--- src/hw/rtl/gac_pkg.sv ---
// Shared types, constants and helpers for the glyph alpha compositor.
package gac_pkg;

    // Quotient width and divider slicing
    localparam int NUM_W      = 24;
    localparam int DIV_STEPS  = 4;
    localparam int DIV_STAGES = NUM_W / DIV_STEPS;

    typedef logic [2:0][7:0] color_t;
    typedef logic [3:0][7:0] pixel4_t;

    typedef struct packed {
        logic [7:0] coverage;
        logic [7:0] src_c0;
        logic [7:0] src_c1;
        logic [7:0] src_c2;
        logic [7:0] src_alpha;
        logic [7:0] dst_c0;
        logic [7:0] dst_c1;
        logic [7:0] dst_c2;
        logic [7:0] dst_alpha;
    } pixel_in_t;

    typedef struct packed {
        logic [7:0] out_c0;
        logic [7:0] out_c1;
        logic [7:0] out_c2;
        logic [7:0] out_alpha;
    } pixel_out_t;

    typedef enum logic [1:0] {
        MODE_GLYPH = 2'd0,
        MODE_OVER  = 2'd1,
        MODE_LERP  = 2'd2,
        MODE_PASS  = 2'd3
    } blend_mode_t;

    typedef enum logic [1:0] {
        CFG_BLEND_MODE    = 2'd0,
        CFG_GLYPH_COLOR   = 2'd1,
        CFG_YUV_OUTPUT    = 2'd2,
        CFG_MATRIX_SELECT = 2'd3
    } cfg_index_t;

    typedef struct packed {
        blend_mode_t blend_mode;
        logic [31:0] glyph_color;
        logic        yuv_output;
        logic        matrix_select;
    } cfg_t;

    // How the final pixel is formed
    typedef enum logic [1:0] {
        KIND_COPY = 2'd0,
        KIND_KEEP = 2'd1,
        KIND_OVER = 2'd2,
        KIND_LERP = 2'd3
    } kind_t;

    typedef struct packed {
        kind_t                   kind;
        color_t                  sel;
        logic [7:0]              asel;
        pixel4_t                 dst;
        logic [2:0][NUM_W-1:0]   num;
        logic [7:0]              na;
    } front_out_t;

    typedef struct packed {
        logic                    use_div;
        logic [7:0]              na;
        logic [2:0][NUM_W-1:0]   quot;
        pixel_out_t              fb;
    } div_out_t;

    // (v + 255) >> 8, saturated at 255
    function automatic logic [7:0] round_sat(input logic [NUM_W-1:0] v);
        logic [NUM_W:0]   sum;
        logic [NUM_W-8:0] hi;
        sum = {1'b0, v} + (NUM_W+1)'(255);
        hi  = sum[NUM_W:8];
        return (hi > (NUM_W-7)'(255)) ? 8'hFF : hi[7:0];
    endfunction

endpackage

--- src/hw/rtl/gac_div.sv ---
// Pipelined restoring divider: three numerators over the result alpha.
module gac_div
(
    input  logic                clk,
    input  logic                rst_n,
    input  logic                in_valid,
    input  gac_pkg::front_out_t in_data,
    output logic                in_ready,
    output logic                out_valid,
    output gac_pkg::div_out_t   out_data,
    input  logic                out_ready
);

    localparam int NW   = gac_pkg::NUM_W;
    localparam int NST  = gac_pkg::DIV_STAGES;
    localparam int LAST = NST - 1;

    typedef struct packed {
        logic                 use_div;
        logic [7:0]           na;
        logic [2:0][7:0]      rem;
        logic [2:0][NW-1:0]   acc;
        gac_pkg::pixel_out_t  fb;
    } div_stage_t;

    logic [NST-1:0] valid_reg;
    logic [NST-1:0] stage_ready;
    logic [NST-1:0] prev_valid;
    div_stage_t     stage_reg  [NST];
    div_stage_t     stage_next [NST];
    div_stage_t     entry;

    // Entry: the pixel used when no division applies
    always_comb
    begin
        entry.use_div = (in_data.kind == gac_pkg::KIND_OVER) && (in_data.na != 8'h00);
        entry.na      = in_data.na;
        entry.rem     = '0;
        entry.acc     = in_data.num;
        entry.fb.out_c0    = in_data.dst[0];
        entry.fb.out_c1    = in_data.dst[1];
        entry.fb.out_c2    = in_data.dst[2];
        entry.fb.out_alpha = in_data.dst[3];
        case (in_data.kind)
            gac_pkg::KIND_COPY:
            begin
                entry.fb.out_c0    = in_data.sel[0];
                entry.fb.out_c1    = in_data.sel[1];
                entry.fb.out_c2    = in_data.sel[2];
                entry.fb.out_alpha = in_data.asel;
            end
            gac_pkg::KIND_LERP:
            begin
                entry.fb.out_c0 = gac_pkg::round_sat(in_data.num[0]);
                entry.fb.out_c1 = gac_pkg::round_sat(in_data.num[1]);
                entry.fb.out_c2 = gac_pkg::round_sat(in_data.num[2]);
            end
            gac_pkg::KIND_OVER:
                entry.fb.out_alpha = 8'h00;
            default:
                entry.fb.out_alpha = in_data.dst[3];
        endcase
    end

    // Each stage retires DIV_STEPS quotient bits per lane
    always_comb
    begin
        div_stage_t  st;
        logic [8:0]  trial;
        logic [8:0]  diff;
        for (int i = 0; i < NST; i++)
        begin
            st = (i == 0) ? entry : stage_reg[(i == 0) ? 0 : i - 1];
            for (int k = 0; k < 3; k++)
            begin
                for (int j = 0; j < gac_pkg::DIV_STEPS; j++)
                begin
                    trial = {st.rem[k], st.acc[k][NW-1]};
                    diff  = trial - {1'b0, st.na};
                    if (trial >= {1'b0, st.na})
                    begin
                        st.rem[k] = diff[7:0];
                        st.acc[k] = {st.acc[k][NW-2:0], 1'b1};
                    end
                    else
                    begin
                        st.rem[k] = trial[7:0];
                        st.acc[k] = {st.acc[k][NW-2:0], 1'b0};
                    end
                end
            end
            stage_next[i] = st;
        end
    end

    always_comb
    begin
        stage_ready[LAST] = !valid_reg[LAST] || out_ready;
        for (int i = LAST - 1; i >= 0; i--)
            stage_ready[i] = !valid_reg[i] || stage_ready[i + 1];
    end

    assign prev_valid = {valid_reg[NST-2:0], in_valid};
    assign in_ready   = stage_ready[0];
    assign out_valid  = valid_reg[LAST];

    assign out_data.use_div = stage_reg[LAST].use_div;
    assign out_data.na      = stage_reg[LAST].na;
    assign out_data.quot    = stage_reg[LAST].acc;
    assign out_data.fb      = stage_reg[LAST].fb;

    always_ff @(posedge clk or negedge rst_n)
    begin
        if (!rst_n)
            valid_reg <= '0;
        else
        begin
            for (int i = 0; i < NST; i++)
            begin
                if (stage_ready[i])
                    valid_reg[i] <= prev_valid[i];
            end
        end
    end

    always_ff @(posedge clk)
    begin
        for (int i = 0; i < NST; i++)
        begin
            if (stage_ready[i])
                stage_reg[i] <= stage_next[i];
        end
    end

`ifndef NO_ASSERTIONS
    // A finished quotient leaves a remainder below the divisor in every lane
    a_rem_below_divisor: assert property (@(posedge clk) disable iff (!rst_n)
        (valid_reg[LAST] && stage_reg[LAST].use_div) |->
            (stage_reg[LAST].rem[0] < stage_reg[LAST].na) &&
            (stage_reg[LAST].rem[1] < stage_reg[LAST].na) &&
            (stage_reg[LAST].rem[2] < stage_reg[LAST].na))
        else $error("divider remainder not below divisor");
`endif

endmodule

--- config.mk ---
export PLATFORM = sky130hd
export DESIGN_NAME = gac_div
export DESIGN_NICKNAME = d
export VERILOG_FILES = /design/src/hw/rtl/gac_pkg.sv /design/src/hw/rtl/gac_div.sv
export SDC_FILE = /design/constraint.sdc
export NUM_CORES = 2
export LEC_CHECK = 0
export BUFFER_PORTS_ARGS = -buffer_cell sky130_fd_sc_hd__clkbuf_2
export CELL_PAD_IN_SITES_DETAIL_PLACEMENT = 0
export CELL_PAD_IN_SITES_GLOBAL_PLACEMENT = 2
export CORE_ASPECT_RATIO = 2
export CORE_MARGIN = 1.5
export CORE_UTILIZATION = 42
export CTS_CLUSTER_SIZE = 24
export DETAILED_ROUTE_END_ITERATION = 16
export PLACE_DENSITY_LB_ADDON = 0.12
export SYNTH_ARGS = -nofsm -noshare
export SYNTH_HDL_FRONTEND = slang
export SYNTH_SLANG_ARGS = --single-unit
--- constraint.sdc ---
create_clock -name clk -period 17.2 [get_ports clk]
set_input_delay 3.44 -clock clk [delete_from_list [all_inputs] [get_ports clk]]
set_output_delay 3.44 -clock clk [all_outputs]
set_load 0.02 [all_outputs]
Yosys cells after proc, flatten, opt, wreduce, memory -nomap -nowiden. Memories as Yosys holds them, arrays and structs flattened. Index checks and enable logic that the tools add are counted.

Add/subtract/negate cells: 75. $lt $le $gt $ge: 75. Equality and inequality tests: 2. Mux-type cells: 161. Reduce and logical (&&, ||, !) cells: 15.

Operator list (number): 9-bit by 8-bit greater-or-equal comparator with 1-bit output (69); 8-bit two-way mux (75); 8-bit subtractor (69); 1-bit two-way mux (84); 24-bit by 8-bit adder with 25-bit output, second input constant (3); 17-bit by 8-bit greater-than comparator with 1-bit output, second input constant (3); 24-bit case mux with 2 select lines (1); 1-bit by 8-bit greater-or-equal comparator with 1-bit output (3); 1-bit by 8-bit subtractor with 8-bit output (3); 8-bit case mux with 2 select lines (1); 8-bit nonzero test (1); 1-bit logical NOT (6); 1-bit logical OR (6); 2-bit == test, second input constant (2); 2-bit logical NOT (1); 1-bit logical AND (1).

Bits in registers: 6. Memory bits (writable): 822. Input bits: 150. Output and inout bits: 115. Word-level logic and storage cells: 335. Memories kept: 1.

Memories: stage_reg (depth 6, width 137, read ports 6, clocked after Yosys merged registers in 0, wr ports 6, RTL line gac_div.sv:29) `div_stage_t stage_reg [NST];`.

Longest topological paths before layout.
Word-level depth: 9. Gate-level depth with buffers: 42. Gate-level depth less buffers: 39.

Worst setup path after synthesis. Ideal clock, no wire load.

Path kind: in2out. Start point: input port out_ready. End point: output port in_ready. Data arrival time: 11.225 ns. Data required time: 13.760 ns. Slack: 2.535 ns. Stages on the path: 4. Path buffers: 0. Cell sequence: nor2b_1 > nand3_1 > nor2_1 > nand3_1.

Longest elaborated chain between the ends: 6.

Ends and longest elaborated chain: from (decl) (RTL line gac_div.sv:11) `input logic out_ready`; 1-bit logical OR (RTL line gac_div.sv:98) `stage_ready[LAST] = !valid_reg[LAST] || out_ready;`; 1-bit logical OR (2 in series) (RTL line gac_div.sv:100) `stage_ready[i] = !valid_reg[i] || stage_ready[i + 1];`; via stage_ready[3] (RTL line gac_div.sv:27) `logic [NST-1:0] stage_ready;`; 1-bit logical OR (3 in series) (RTL line gac_div.sv:100); to (decl) (RTL line gac_div.sv:8) `output logic in_ready,`.

The timed path passes the listed nets, and every way through them passes these cells.

==> out/metrics.yaml <==
status: "completed"
cts_max_path_buffers: 3
critical_path_depth: 30
cts_made_buffers: 80
rrSetupSlack_ps: 6130
fin_nets: 6199
drt-vias-per-instance: 5.64
slowest_stage: "a221oi_4"
cts_sinks: 804
drc: 0
synthTopCellsByArea: "edfxtp_1, ha_1, a21oi_1"
hold_path_class: "reg2reg"
numPortBuffers: 264
syn-num-nets: 5840
worstSetupStartpointType: "input pin"
grt-ovfl-total: 0
drt_iter0_drc: 1877
slew_headroom: 0.324
final_common_cell: "edfxtp_1"
cts_root_buf: "clkbuf_16"
worst_path_dominant_cell_family: "compound AO/OA/AOI/OAI gates"
r2r-end: "stage_reg[3][126]$_DFFE_PP_"
synth-edff-count: 798
largest_register_ffs: 798
yosys_warnings: 0
max_freq_mhz: 87.8
syn-mean-instance-area_sq_um: 10.8
place.gp.congestion: 0.925
critPathLaunch: "in_data[1]"
grtUsageTotal: 0.256
synth_top_area_cell: "edfxtp_1"
crit-reg2reg-launch: "stage_reg[2][129]$_DFFE_PP_"
crit_end: "stage_reg[0][111]$_DFFE_PP_"
cts_hold_buf: 0
area_growth_pct: 12.0
drive_above_1_share: 0.128
start_util: 0.422
grt_pass1_wl_um: 252000
yosysSeqAreaShare: 0.441
crit_top_cell: "ha_1"
post_cts_buffers: 0
die_w_um: 258
tns_ps: 0
crit_buf_inv: 2
worst_pin_slew_ps: 1010
period_share: 0.662
rows: 187
num-fill-cells: 12300
critPathCaptureType: "register"
syn_inst: 5063
routedWlPerCell_um: 24.0
yosysTopAreaCellShare: 0.438
die_h_um: 513
slowest_delay_ps: 550
via_count: 40500
crit_type: "in2reg"
drtAntennaViolNets: 0
hold_viol: 0
ys_seq_elements: 804
cp_data_required_time_ps: 17660
synthesis.area_sq_mm: 0.0547
fin_crit_ps: 11390
synth.distinct_cells: 97
path_clk_slew_ps: 70
synthFlopType: "edfxtp_1"
cp.arrival_ps: 11850
dp_hpwl_um: 138000
coreArea_sq_mm: 0.130
die_area_sq_mm: 0.133
antenna_found_initial: 5
cts_resized: 0
h-tree-depth: 3
maxSlewViolCount: 0
finClkSkew_ps: 36.0
grt_max_degree: 67
cp_max_fo: 21
r2r_cells: 36
rsz0062_at_grt: "no"
boundaryPins: 265
cts_tree: "yes"
wirelength_um: 172000
cap_viol_max_count: 0
postSynth.asyncResetShare: 0.00746
setup_viol: 0
grt_pass1_vias: 42100
mostFrequentLayoutCells: "edfxtp_1, ha_1, inv_1, a21oi_1, nor2_1"
clock_insertion_delay_worst_skew_ps: 710
first_pass_iters: 5
kinds of logic (layout without fill, tap and decap cells):
group,after synthesis,count (layout),share of synthesized area
adder cells (fa/ha/maj),627,627,0.152
flip-flops,804,804,0.441
buffers and inverters,468,888,0.0326
AND/OR/NAND/NOR,1331,1331,0.124
AO/OA/AOI/OAI,1317,1317,0.160
XOR/XNOR,303,303,0.0485
other,0,2,0
multiplexers,213,213,0.0423
per-stage QoR:
| stage | hold WS (ps) | util | instance area [sq um] | setup WS, ps | cells |
|---|---|---|---|---|---|
| global placement | 400 | 0.452 | 58600 | 5060 | 7041 |
| CTS | 392 | 0.473 | 61300 | 5800 | 7184 |
| global route | 404 | 0.473 | 61300 | 5110 | 7186 |
| detailed placement | 405 | 0.452 | 58600 | 5030 | 7041 |
| finish | 399 | 0.473 | 61300 | 5810 | 7186 |
| floorplan | 400 | - | 54700 | 2540 | 5063 |
synth_stat cells, types with 32 or more instances:
cell type / count
nor2b_1: 137
a31oi_1: 33
o21ai_0: 280
a21oi_1: 359
o31a_1: 34
a221o_1: 36
nor2_1: 333
nand2_1: 279
ha_1: 561
o31ai_1: 34
fa_1: 66
inv_1: 383
o221ai_1: 34
mux2_2: 116
mux2i_1: 89
o21a_1: 81
a21o_1: 118
clkbuf_1: 59
xnor2_1: 197
nand3_1: 84
nand4_1: 72
edfxtp_1: 798
or2_2: 44
o211ai_1: 38
nor3_1: 101
nand2b_1: 90
xor2_1: 106
o21bai_1: 32
how the worst min path moves through the flow:
stage	slack [ps]	endpoint	startpoint	cells past startpoint
after floorplan	400	stage_reg[1][0]$_DFFE_PP_	stage_reg[0][0]$_DFFE_PP_	0
after global placement	400	stage_reg[2][23]$_DFFE_PP_	stage_reg[1][23]$_DFFE_PP_	0
after detailed placement	400	stage_reg[1][0]$_DFFE_PP_	stage_reg[0][0]$_DFFE_PP_	0
after CTS	390	stage_reg[4][31]$_DFFE_PP_	stage_reg[3][31]$_DFFE_PP_	0
after global routing	400	stage_reg[2][20]$_DFFE_PP_	stage_reg[1][20]$_DFFE_PP_	0
final	400	stage_reg[4][88]$_DFFE_PP_	stage_reg[3][84]$_DFFE_PP_	0
layer usage:
metal | track usage | vias to the layer above | part of all wire
met2 | 0.521 | 821 | 0.57
met3 | 0.0272 | 366 | 0.030
met4 | 0.170 | 4 | 0.074
met1 | 0.230 | 19600 | 0.33
met5 | 0 | - | 0.00016
li1 | - | 19700 | -
final cells by class:
| cell class | instances | area, sq um | share of cell area |
|---|---|---|---|
| clock buffers | 94 | 2050 | 0.0335 |
| clock inverters | 49 | 611 | 0.00996 |
| diodes | 2 | 5.00 | 0.0000817 |
| multi-input cells | 3791 | 28900 | 0.472 |
| well taps | 1701 | 2130 | 0.0347 |
| repair buffers | 350 | 1970 | 0.0321 |
| flip-flops and latches | 804 | 24100 | 0.394 |
| inverters | 395 | 1490 | 0.0244 |
worst register-to-register path: cells and delay by family, from the launching register on:
family / cells / cell delay (ps)
AOI/OAI and AO/OA: 16 / 4480
muxes: 2 / 770
DFF: 1 / 830
buffers and inverters: 6 / 1000
and+or+nand+nor: 8 / 2330
adders and majority gates: 4 / 1390
Power is left out: the tool's default activity adds up to more than one toggle a clock period on the data nets, which glitch-free logic cannot reach.
