<file path="src/hw/rtl/gac_pkg.sv">
// Shared types, constants and helpers for the glyph alpha compositor.
package gac_pkg;

    // Quotient width and divider slicing
    localparam int NUM_W      = 24;
    localparam int DIV_STEPS  = 4;
    localparam int DIV_STAGES = NUM_W / DIV_STEPS;

    typedef logic [2:0][7:0] color_t;
    typedef logic [3:0][7:0] pixel4_t;

    typedef struct packed {
        logic [7:0] coverage;
        logic [7:0] src_c0;
        logic [7:0] src_c1;
        logic [7:0] src_c2;
        logic [7:0] src_alpha;
        logic [7:0] dst_c0;
        logic [7:0] dst_c1;
        logic [7:0] dst_c2;
        logic [7:0] dst_alpha;
    } pixel_in_t;

    typedef struct packed {
        logic [7:0] out_c0;
        logic [7:0] out_c1;
        logic [7:0] out_c2;
        logic [7:0] out_alpha;
    } pixel_out_t;

    typedef enum logic [1:0] {
        MODE_GLYPH = 2'd0,
        MODE_OVER  = 2'd1,
        MODE_LERP  = 2'd2,
        MODE_PASS  = 2'd3
    } blend_mode_t;

    typedef enum logic [1:0] {
        CFG_BLEND_MODE    = 2'd0,
        CFG_GLYPH_COLOR   = 2'd1,
        CFG_YUV_OUTPUT    = 2'd2,
        CFG_MATRIX_SELECT = 2'd3
    } cfg_index_t;

    typedef struct packed {
        blend_mode_t blend_mode;
        logic [31:0] glyph_color;
        logic        yuv_output;
        logic        matrix_select;
    } cfg_t;

    // How the final pixel is formed
    typedef enum logic [1:0] {
        KIND_COPY = 2'd0,
        KIND_KEEP = 2'd1,
        KIND_OVER = 2'd2,
        KIND_LERP = 2'd3
    } kind_t;

    typedef struct packed {
        kind_t                   kind;
        color_t                  sel;
        logic [7:0]              asel;
        pixel4_t                 dst;
        logic [2:0][NUM_W-1:0]   num;
        logic [7:0]              na;
    } front_out_t;

    typedef struct packed {
        logic                    use_div;
        logic [7:0]              na;
        logic [2:0][NUM_W-1:0]   quot;
        pixel_out_t              fb;
    } div_out_t;

    // (v + 255) >> 8, saturated at 255
    function automatic logic [7:0] round_sat(input logic [NUM_W-1:0] v);
        logic [NUM_W:0]   sum;
        logic [NUM_W-8:0] hi;
        sum = {1'b0, v} + (NUM_W+1)'(255);
        hi  = sum[NUM_W:8];
        return (hi > (NUM_W-7)'(255)) ? 8'hFF : hi[7:0];
    endfunction

endpackage

</file>
<file path="src/hw/rtl/gac_front.sv">
// Front pipeline: glyph color conversion, alpha weights and blend numerators.
module gac_front
(
    input  logic                clk,
    input  logic                rst_n,
    input  gac_pkg::cfg_t       cfg,
    input  logic                in_valid,
    input  gac_pkg::pixel_in_t  in_data,
    output logic                in_ready,
    output logic                out_valid,
    output gac_pkg::front_out_t out_data,
    input  logic                out_ready
);

    localparam logic [23:0] C601_YR = 24'd263;
    localparam logic [23:0] C601_YG = 24'd516;
    localparam logic [23:0] C601_YB = 24'd100;
    localparam logic [23:0] C601_UB = 24'd7168;
    localparam logic [23:0] C601_UR = 24'd2419;
    localparam logic [23:0] C601_UG = 24'd4749;
    localparam logic [23:0] C601_VR = 24'd448;
    localparam logic [23:0] C601_VG = 24'd375;
    localparam logic [23:0] C601_VB = 24'd73;
    localparam logic [23:0] C709_YR = 24'd745;
    localparam logic [23:0] C709_YG = 24'd2506;
    localparam logic [23:0] C709_YB = 24'd253;
    localparam logic [23:0] C709_UB = 24'd448;
    localparam logic [23:0] C709_UR = 24'd41;
    localparam logic [23:0] C709_UG = 24'd407;
    localparam logic [23:0] C709_VR = 24'd14336;
    localparam logic [23:0] C709_VG = 24'd11051;
    localparam logic [23:0] C709_VB = 24'd3285;
    localparam logic [23:0] OFS_10  = 24'd131072;
    localparam logic [23:0] OFS_14  = 24'd2097152;
    localparam logic [23:0] OFS_15  = 24'd4194304;
    localparam logic [23:0] LUMA_OFS = 24'd16;

    typedef struct packed {
        gac_pkg::pixel_in_t px;
        gac_pkg::color_t    col;
        logic [15:0]        cov_prod;
    } s1_t;

    typedef struct packed {
        gac_pkg::kind_t     kind;
        gac_pkg::color_t    sel;
        logic [7:0]         asel;
        gac_pkg::pixel4_t   dst;
        logic [15:0]        wa;
        logic [15:0]        wb;
    } s2_t;

    function automatic logic [7:0] sat8(input logic [23:0] v);
        return (v > 24'd255) ? 8'hFF : v[7:0];
    endfunction

    logic s1_valid_reg, s2_valid_reg, s3_valid_reg;
    logic s1_ready, s2_ready, s3_ready;
    s1_t  s1_reg, s1_next;
    s2_t  s2_reg, s2_next;
    gac_pkg::front_out_t s3_reg, s3_next;

    assign s3_ready  = !s3_valid_reg || out_ready;
    assign s2_ready  = !s2_valid_reg || s3_ready;
    assign s1_ready  = !s1_valid_reg || s2_ready;
    assign in_ready  = s1_ready;
    assign out_valid = s3_valid_reg;
    assign out_data  = s3_reg;

    // Stage 1: glyph color in the output space, coverage times glyph alpha
    always_comb
    begin
        logic [23:0] r24, g24, b24;
        logic [23:0] y_v, u_v, v_v;
        logic [7:0]  ga;
        r24 = {16'h0000, cfg.glyph_color[31:24]};
        g24 = {16'h0000, cfg.glyph_color[23:16]};
        b24 = {16'h0000, cfg.glyph_color[15:8]};
        ga  = ~cfg.glyph_color[7:0];
        if (cfg.matrix_select)
        begin
            y_v = ((C709_YR * r24 + C709_YG * g24 + C709_YB * b24) >> 12) + LUMA_OFS;
            u_v = (C709_UB * b24 + OFS_10 - C709_UR * r24 - C709_UG * g24) >> 10;
            v_v = (C709_VR * r24 + OFS_15 - C709_VG * g24 - C709_VB * b24) >> 15;
        end
        else
        begin
            y_v = ((C601_YR * r24 + C601_YG * g24 + C601_YB * b24) >> 10) + LUMA_OFS;
            u_v = (C601_UB * b24 + OFS_14 - C601_UR * r24 - C601_UG * g24) >> 14;
            v_v = (C601_VR * r24 + OFS_10 - C601_VG * g24 - C601_VB * b24) >> 10;
        end
        s1_next.px = in_data;
        if (cfg.yuv_output)
        begin
            s1_next.col[0] = sat8(y_v);
            s1_next.col[1] = sat8(u_v);
            s1_next.col[2] = sat8(v_v);
        end
        else
        begin
            s1_next.col[0] = cfg.glyph_color[15:8];
            s1_next.col[1] = cfg.glyph_color[23:16];
            s1_next.col[2] = cfg.glyph_color[31:24];
        end
        s1_next.cov_prod = {8'h00, in_data.coverage} * {8'h00, ga};
    end

    // Stage 2: pick the blend case and the two alpha weights
    always_comb
    begin
        logic [15:0] an_sum;
        logic [7:0]  an;
        logic [7:0]  inv_a;
        logic [15:0] wa_over;
        logic [15:0] wb_over;
        gac_pkg::color_t src;
        an_sum = s1_reg.cov_prod + 16'd255;
        an     = an_sum[15:8];
        src[0] = s1_reg.px.src_c0;
        src[1] = s1_reg.px.src_c1;
        src[2] = s1_reg.px.src_c2;
        s2_next.dst[0] = s1_reg.px.dst_c0;
        s2_next.dst[1] = s1_reg.px.dst_c1;
        s2_next.dst[2] = s1_reg.px.dst_c2;
        s2_next.dst[3] = s1_reg.px.dst_alpha;
        s2_next.sel    = src;
        s2_next.asel   = s1_reg.px.src_alpha;
        case (cfg.blend_mode)
            gac_pkg::MODE_GLYPH:
            begin
                s2_next.sel  = s1_reg.col;
                s2_next.asel = an;
                s2_next.kind = (s1_reg.px.dst_alpha == 8'h00 || an == 8'hFF)
                               ? gac_pkg::KIND_COPY : gac_pkg::KIND_OVER;
            end
            gac_pkg::MODE_OVER:
                s2_next.kind = (s1_reg.px.dst_alpha == 8'h00)
                               ? gac_pkg::KIND_COPY : gac_pkg::KIND_OVER;
            gac_pkg::MODE_LERP:
                s2_next.kind = gac_pkg::KIND_LERP;
            default:
                s2_next.kind = gac_pkg::KIND_KEEP;
        endcase
        inv_a   = ~s2_next.asel;
        wa_over = {s2_next.asel, 8'h00} - {8'h00, s2_next.asel};
        wb_over = {8'h00, s1_reg.px.dst_alpha} * {8'h00, inv_a};
        if (s2_next.kind == gac_pkg::KIND_LERP)
        begin
            s2_next.wa = {8'h00, s2_next.asel};
            s2_next.wb = {8'h00, inv_a};
        end
        else
        begin
            s2_next.wa = wa_over;
            s2_next.wb = wb_over;
        end
    end

    // Stage 3: weighted sums and the result alpha
    always_comb
    begin
        logic [15:0] na_sum;
        na_sum = s2_reg.wa + s2_reg.wb + 16'd255;
        s3_next.kind = s2_reg.kind;
        s3_next.sel  = s2_reg.sel;
        s3_next.asel = s2_reg.asel;
        s3_next.dst  = s2_reg.dst;
        s3_next.na   = na_sum[15:8];
        for (int k = 0; k < 3; k++)
        begin
            s3_next.num[k] = {8'h00, s2_reg.wa} * {16'h0000, s2_reg.sel[k]}
                           + {8'h00, s2_reg.wb} * {16'h0000, s2_reg.dst[k]};
        end
    end

    always_ff @(posedge clk or negedge rst_n)
    begin
        if (!rst_n)
        begin
            s1_valid_reg <= 1'b0;
            s2_valid_reg <= 1'b0;
            s3_valid_reg <= 1'b0;
        end
        else
        begin
            if (s1_ready)
                s1_valid_reg <= in_valid;
            if (s2_ready)
                s2_valid_reg <= s1_valid_reg;
            if (s3_ready)
                s3_valid_reg <= s2_valid_reg;
        end
    end

    always_ff @(posedge clk)
    begin
        if (s1_ready)
            s1_reg <= s1_next;
        if (s2_ready)
            s2_reg <= s2_next;
        if (s3_ready)
            s3_reg <= s3_next;
    end

endmodule

</file>
<file path="config.mk">
export PLATFORM = sky130hd
export DESIGN_NAME = gac_front
export DESIGN_NICKNAME = d
export VERILOG_FILES = /design/src/hw/rtl/gac_pkg.sv /design/src/hw/rtl/gac_front.sv
export SDC_FILE = /design/constraint.sdc
export NUM_CORES = 2
export LEC_CHECK = 0
export ABC_AREA = 1
export ABC_CLOCK_PERIOD_IN_PS = 9300
export BUFFER_PORTS_ARGS = -buffer_cell sky130_fd_sc_hd__buf_2
export CORE_ASPECT_RATIO = 1.4
export CORE_MARGIN = 3
export CORE_UTILIZATION = 65
export CTS_CLUSTER_SIZE = 14
export DETAILED_ROUTE_END_ITERATION = 6
export MAX_ROUTING_LAYER = met4
export PLACE_DENSITY_LB_ADDON = 0.12
export SLEW_MARGIN = 20
export SYNTH_ARGS = -nofsm -noshare
export SYNTH_HDL_FRONTEND = slang
export SYNTH_SLANG_ARGS = --single-unit
</file>
<file path="constraint.sdc">
create_clock -name clk -period 9.3 [get_ports clk]
set_input_delay 0.93 -clock clk [delete_from_list [all_inputs] [get_ports clk]]
set_output_delay 0.93 -clock clk [all_outputs]
set_load 0.01 [all_outputs]
</file>
---- Yosys cells after proc, flatten, opt, wreduce, memory -nomap -nowiden ----
Cells that the tools add are included.
cells by class
  add/sub/neg operators ................... 25
  multipliers ............................. 26
  order comparisons ....................... 3
  equality and inequality tests ........... 4
  multiplexer cells ....................... 12
  bitwise logic cells ..................... 2
  reductions and logical operators ........ 9
operators with widths
  operator                                                               number
  16-bit by 8-bit multiplier with 24-bit output                          6
  24-bit adder                                                           3
  24-bit two-way mux                                                     3
  9-bit by 8-bit multiplier with 17-bit output, first input constant     3
  3-bit by 8-bit multiplier with 11-bit output, first input constant     4
  12-bit by 8-bit multiplier with 20-bit output, first input constant    2
  17-bit by 18-bit adder with 19-bit output, second input constant       2
  16-bit by 8-bit adder with 16-bit output, second input constant        2
  8-bit by 8-bit multiplier with 16-bit output                           2
  8-bit by 8-bit multiplier with 16-bit output, first input constant     2
  32-bit two-way mux                                                     1
  14-bit by 8-bit > comparator with 1-bit output, second input constant  2
  14-bit two-way mux                                                     2
  22-bit by 23-bit adder with 24-bit output, second input constant       1
  24-bit by 8-bit > comparator with 1-bit output, second input constant  1
  8-bit two-way mux                                                      3
  23-bit by 20-bit subtractor with 24-bit output                         1
  24-bit by 20-bit subtractor with 24-bit output                         1
  24-bit by 21-bit subtractor with 24-bit output                         1
  24-bit by 22-bit subtractor with 24-bit output                         1
  21-bit by 22-bit adder with 23-bit output, second input constant       1
  10-bit by 5-bit adder with 11-bit output, second input constant        2
  21-bit by 16-bit adder with 22-bit output                              1
  14-bit by 8-bit multiplier with 22-bit output, first input constant    1
  25 further kinds                                                       33
storage, ports and cells
  register bits ........................... 351
  output and inout port bits .............. 148
  logic and storage cells ................. 122

---- Logic depth before layout (Yosys ltp) ----
  word-level depth ........................ 8
  gate-level depth with buffers ........... 38

---- Worst setup path before layout ----
Ideal clock, no wire load.
  path kind ............................... input -> output
  from .................................... in out_ready
  to ...................................... out in_ready
  data arrival time ....................... 6745 ps
  required time ........................... 8370 ps
  setup slack ............................. 1625 ps
  stages .................................. 4
  buffers on the path ..................... 0
  path through ............................ inv_1 -> nand2_1 -> nor2_1 -> nand2_1
between the ends
  longest elaborated chain between the ends .. 3
RTL lines
  item              line             source
  from (decl)       gac_front.sv:12  input logic out_ready
  1-bit logical OR  gac_front.sv:63  assign s3_ready = !s3_valid_reg || out_ready;
  via s3_ready      gac_front.sv:58  logic s1_ready, s2_ready, s3_ready;
  1-bit logical OR  gac_front.sv:64  assign s2_ready = !s2_valid_reg || s3_ready;
  1-bit logical OR  gac_front.sv:65  assign s1_ready = !s1_valid_reg || s2_ready;
  to (decl)         gac_front.sv:9   output logic in_ready,
The timed path passes the listed nets, and every way through them passes these cells.

==> results.cfg <==
[yosys]
synth-adder-area-share_pct = 50.41
synth.distinct_cells = 63
yosys-top-cells-count = inv_1, nand2_1, fa_1, ha_1, edfxtp_1
synth_area_leader_cell = fa_1
async_flop_share_pct = 0.8571
synth_simple_gate_area_share_pct = 12.11
synth_xor_area_share_pct = 2.670
synth_compound_area_share_pct = 5.370
synth_edf_count = 347
synth_mux_area_share_pct = 0.01591
synth_area_leaders = fa_1, ha_1, edfxtp_1
syn-cell-area_mm2 = 0.06293
syn_inst = 7079
yosysMostFrequentCell = inv_1
ys_seq_elements = 350
syn_area_per_cell_um2 = 8.889
yosysSeqAreaShare_pct = 16.68
synthFlopType = edfxtp_1
synth_top_area_share_pct = 33.79
synth_nets = 9089
synth_top_family_by_area = adder cells
ys_warn_count = 0

[cts]
clockBufferDepth = 3
cts_buffers = 40
clkSinkCount = 350
clk_pin_slew_ns = 0.08
root_buffer = clkbuf_16
h-tree-depth = 2
ctsHoldBuffers = 0
clock_latency_ns = 0.61
cts_setup_buffers = 0
cts_tree = built
post_cts_resize_count = 0

[critical_path]
worst_path_max_delay_cell = fa_1
cp_top_family = adder cells
startpoint_type = input port
cp_num_buf_inv = 7
worst_path_largest_cell_delay_ns = 0.55
worstPathMaxFanout = 13
criticalPathCategory = input port to register
crit_arrival_ns = 8.40
worstPathRequired_ns = 9.63
critPathCaptureType = register

[route]
vias = 47743
drt-initial-drc-count = 2900
drc_errors = 0
drtAntennaViolNets = 0
wl_per_cell_um = 21.10
wirelength_mm = 181.1
via_per_inst = 5.564
firstDrtPassIters = 5

[timing]
worst-slew-pin-transition_ns = 1.085
max_freq_ghz = 0.1240
finalCriticalPeriod_ns = 8.066
final-setup-viol-count = 0
rsz0062_at_grt = no
hold_viol_final = 0
min_period_over_period_pct = 86.73
fin_skew_ns = 0.04084
tns_ns = 0
slew_violations = 0
slew_headroom_pct = 27.66

[die]
top_level_ports = 260
die_h_um = 374.2
core_area_mm2 = 0.09573
dieArea_mm2 = 0.1006
fp-row-count = 134
initial_utilization_pct = 65.73
die_w_um = 269.0

[grt]
grt_max_degree = 99
grt_remaining_overflow = 0
grt_pass1_wl_mm = 281.0
first_global_vias = 51280
antenna_found_initial = 8
track_usage_pct = 38.35

[layout]
final_nets = 9260
drive_gt1_share_pct = 6.457
largest_reg_flops = 146
area.growth.synth_to_final_pct = 6.482

[place]
gp_congestion = 1.060
dp_hpwl_mm = 150.6
port_buffers = 259

[flow_run]
drv_cap = 0

[hold_path]
hp-class = input port to async pin

[outcome]
status = finished, final reports clean
kinds of logic after synthesis:
group,count (synthesis)
fa+ha+maj,1898
buf+inv,2130
flops,350
compound gates,604
simple gates,1905
xor+xnor,191
mux,1
cell type report:
class | instances | area (um2)
Sequential cell | 350 | 10500
Fill cell | 7609 | 28730
Antenna cell | 9 | 22.52
Clock inverter | 24 | 315.3
Inverter | 1926 | 7232
Clock buffer | 47 | 1027
Tap cell | 1292 | 1617
Timing Repair Buffer | 333 | 1864
Multi-Input combinational cell | 4599 | 44430
metrics by stage:
step	util, %	cells	worst slack, ns	hold slack (ns)	area (um2)
after global placement	68.57	8500	0.7455	0.4007	65640
after detailed placement	68.57	8500	0.6446	0.4045	65640
final	69.99	8580	1.234	0.1255	67010
after floorplan	-	7079	1.625	0.4003	62930
after CTS	69.97	8571	1.247	0.1047	66980
after global routing	69.99	8579	0.8337	0.1244	67000
metal layers:
metal / vias to the layer above / part of all wire [%] / GRT usage [%]
li1: 21612 / - / -
met1: 23731 / 35 / 41.29
met2: 1737 / 51 / 65.95
met3: 663 / 6.1 / 5.460
met4: 0 / 8.1 / 24.63
met5: - / 0 / -
final timing paths:
path | cells after the start | slack, ns | start | end
max reg2reg | 19 | 2.35 | s2_reg[21] | out_data[76]
min reg2reg | 0 | 0.39 | s1_reg[49] | s2_reg[49]
min in group clk | 0 | 0.39 | s1_reg[49] | s2_reg[49]
max in group asynchronous | 1 | 9.04 | rst_n | s2_valid_reg
min | 1 | 0.13 | rst_n | s1_valid_reg
max | 34 | 1.23 | cfg[20] | s1_reg[21]
cell usage in the layout (no fill, tap or decap), types with 21 or more instances in the layout:
cell / n
a21o_1: 32
a21oi_1: 324
buf_2: 259
buf_4: 73
clkbuf_16: 40
edfxtp_1: 347
fa_1: 1062
ha_1: 836
inv_1: 1913
nand2_1: 1426
nand3_1: 117
nand4_1: 24
nor2_1: 253
nor3_1: 24
o21ai_0: 138
o21bai_1: 21
xnor2_1: 59
xor2_1: 131
Power is left out: the tool's default activity adds up to more than one toggle a clock period on the data nets, which glitch-free logic cannot reach.
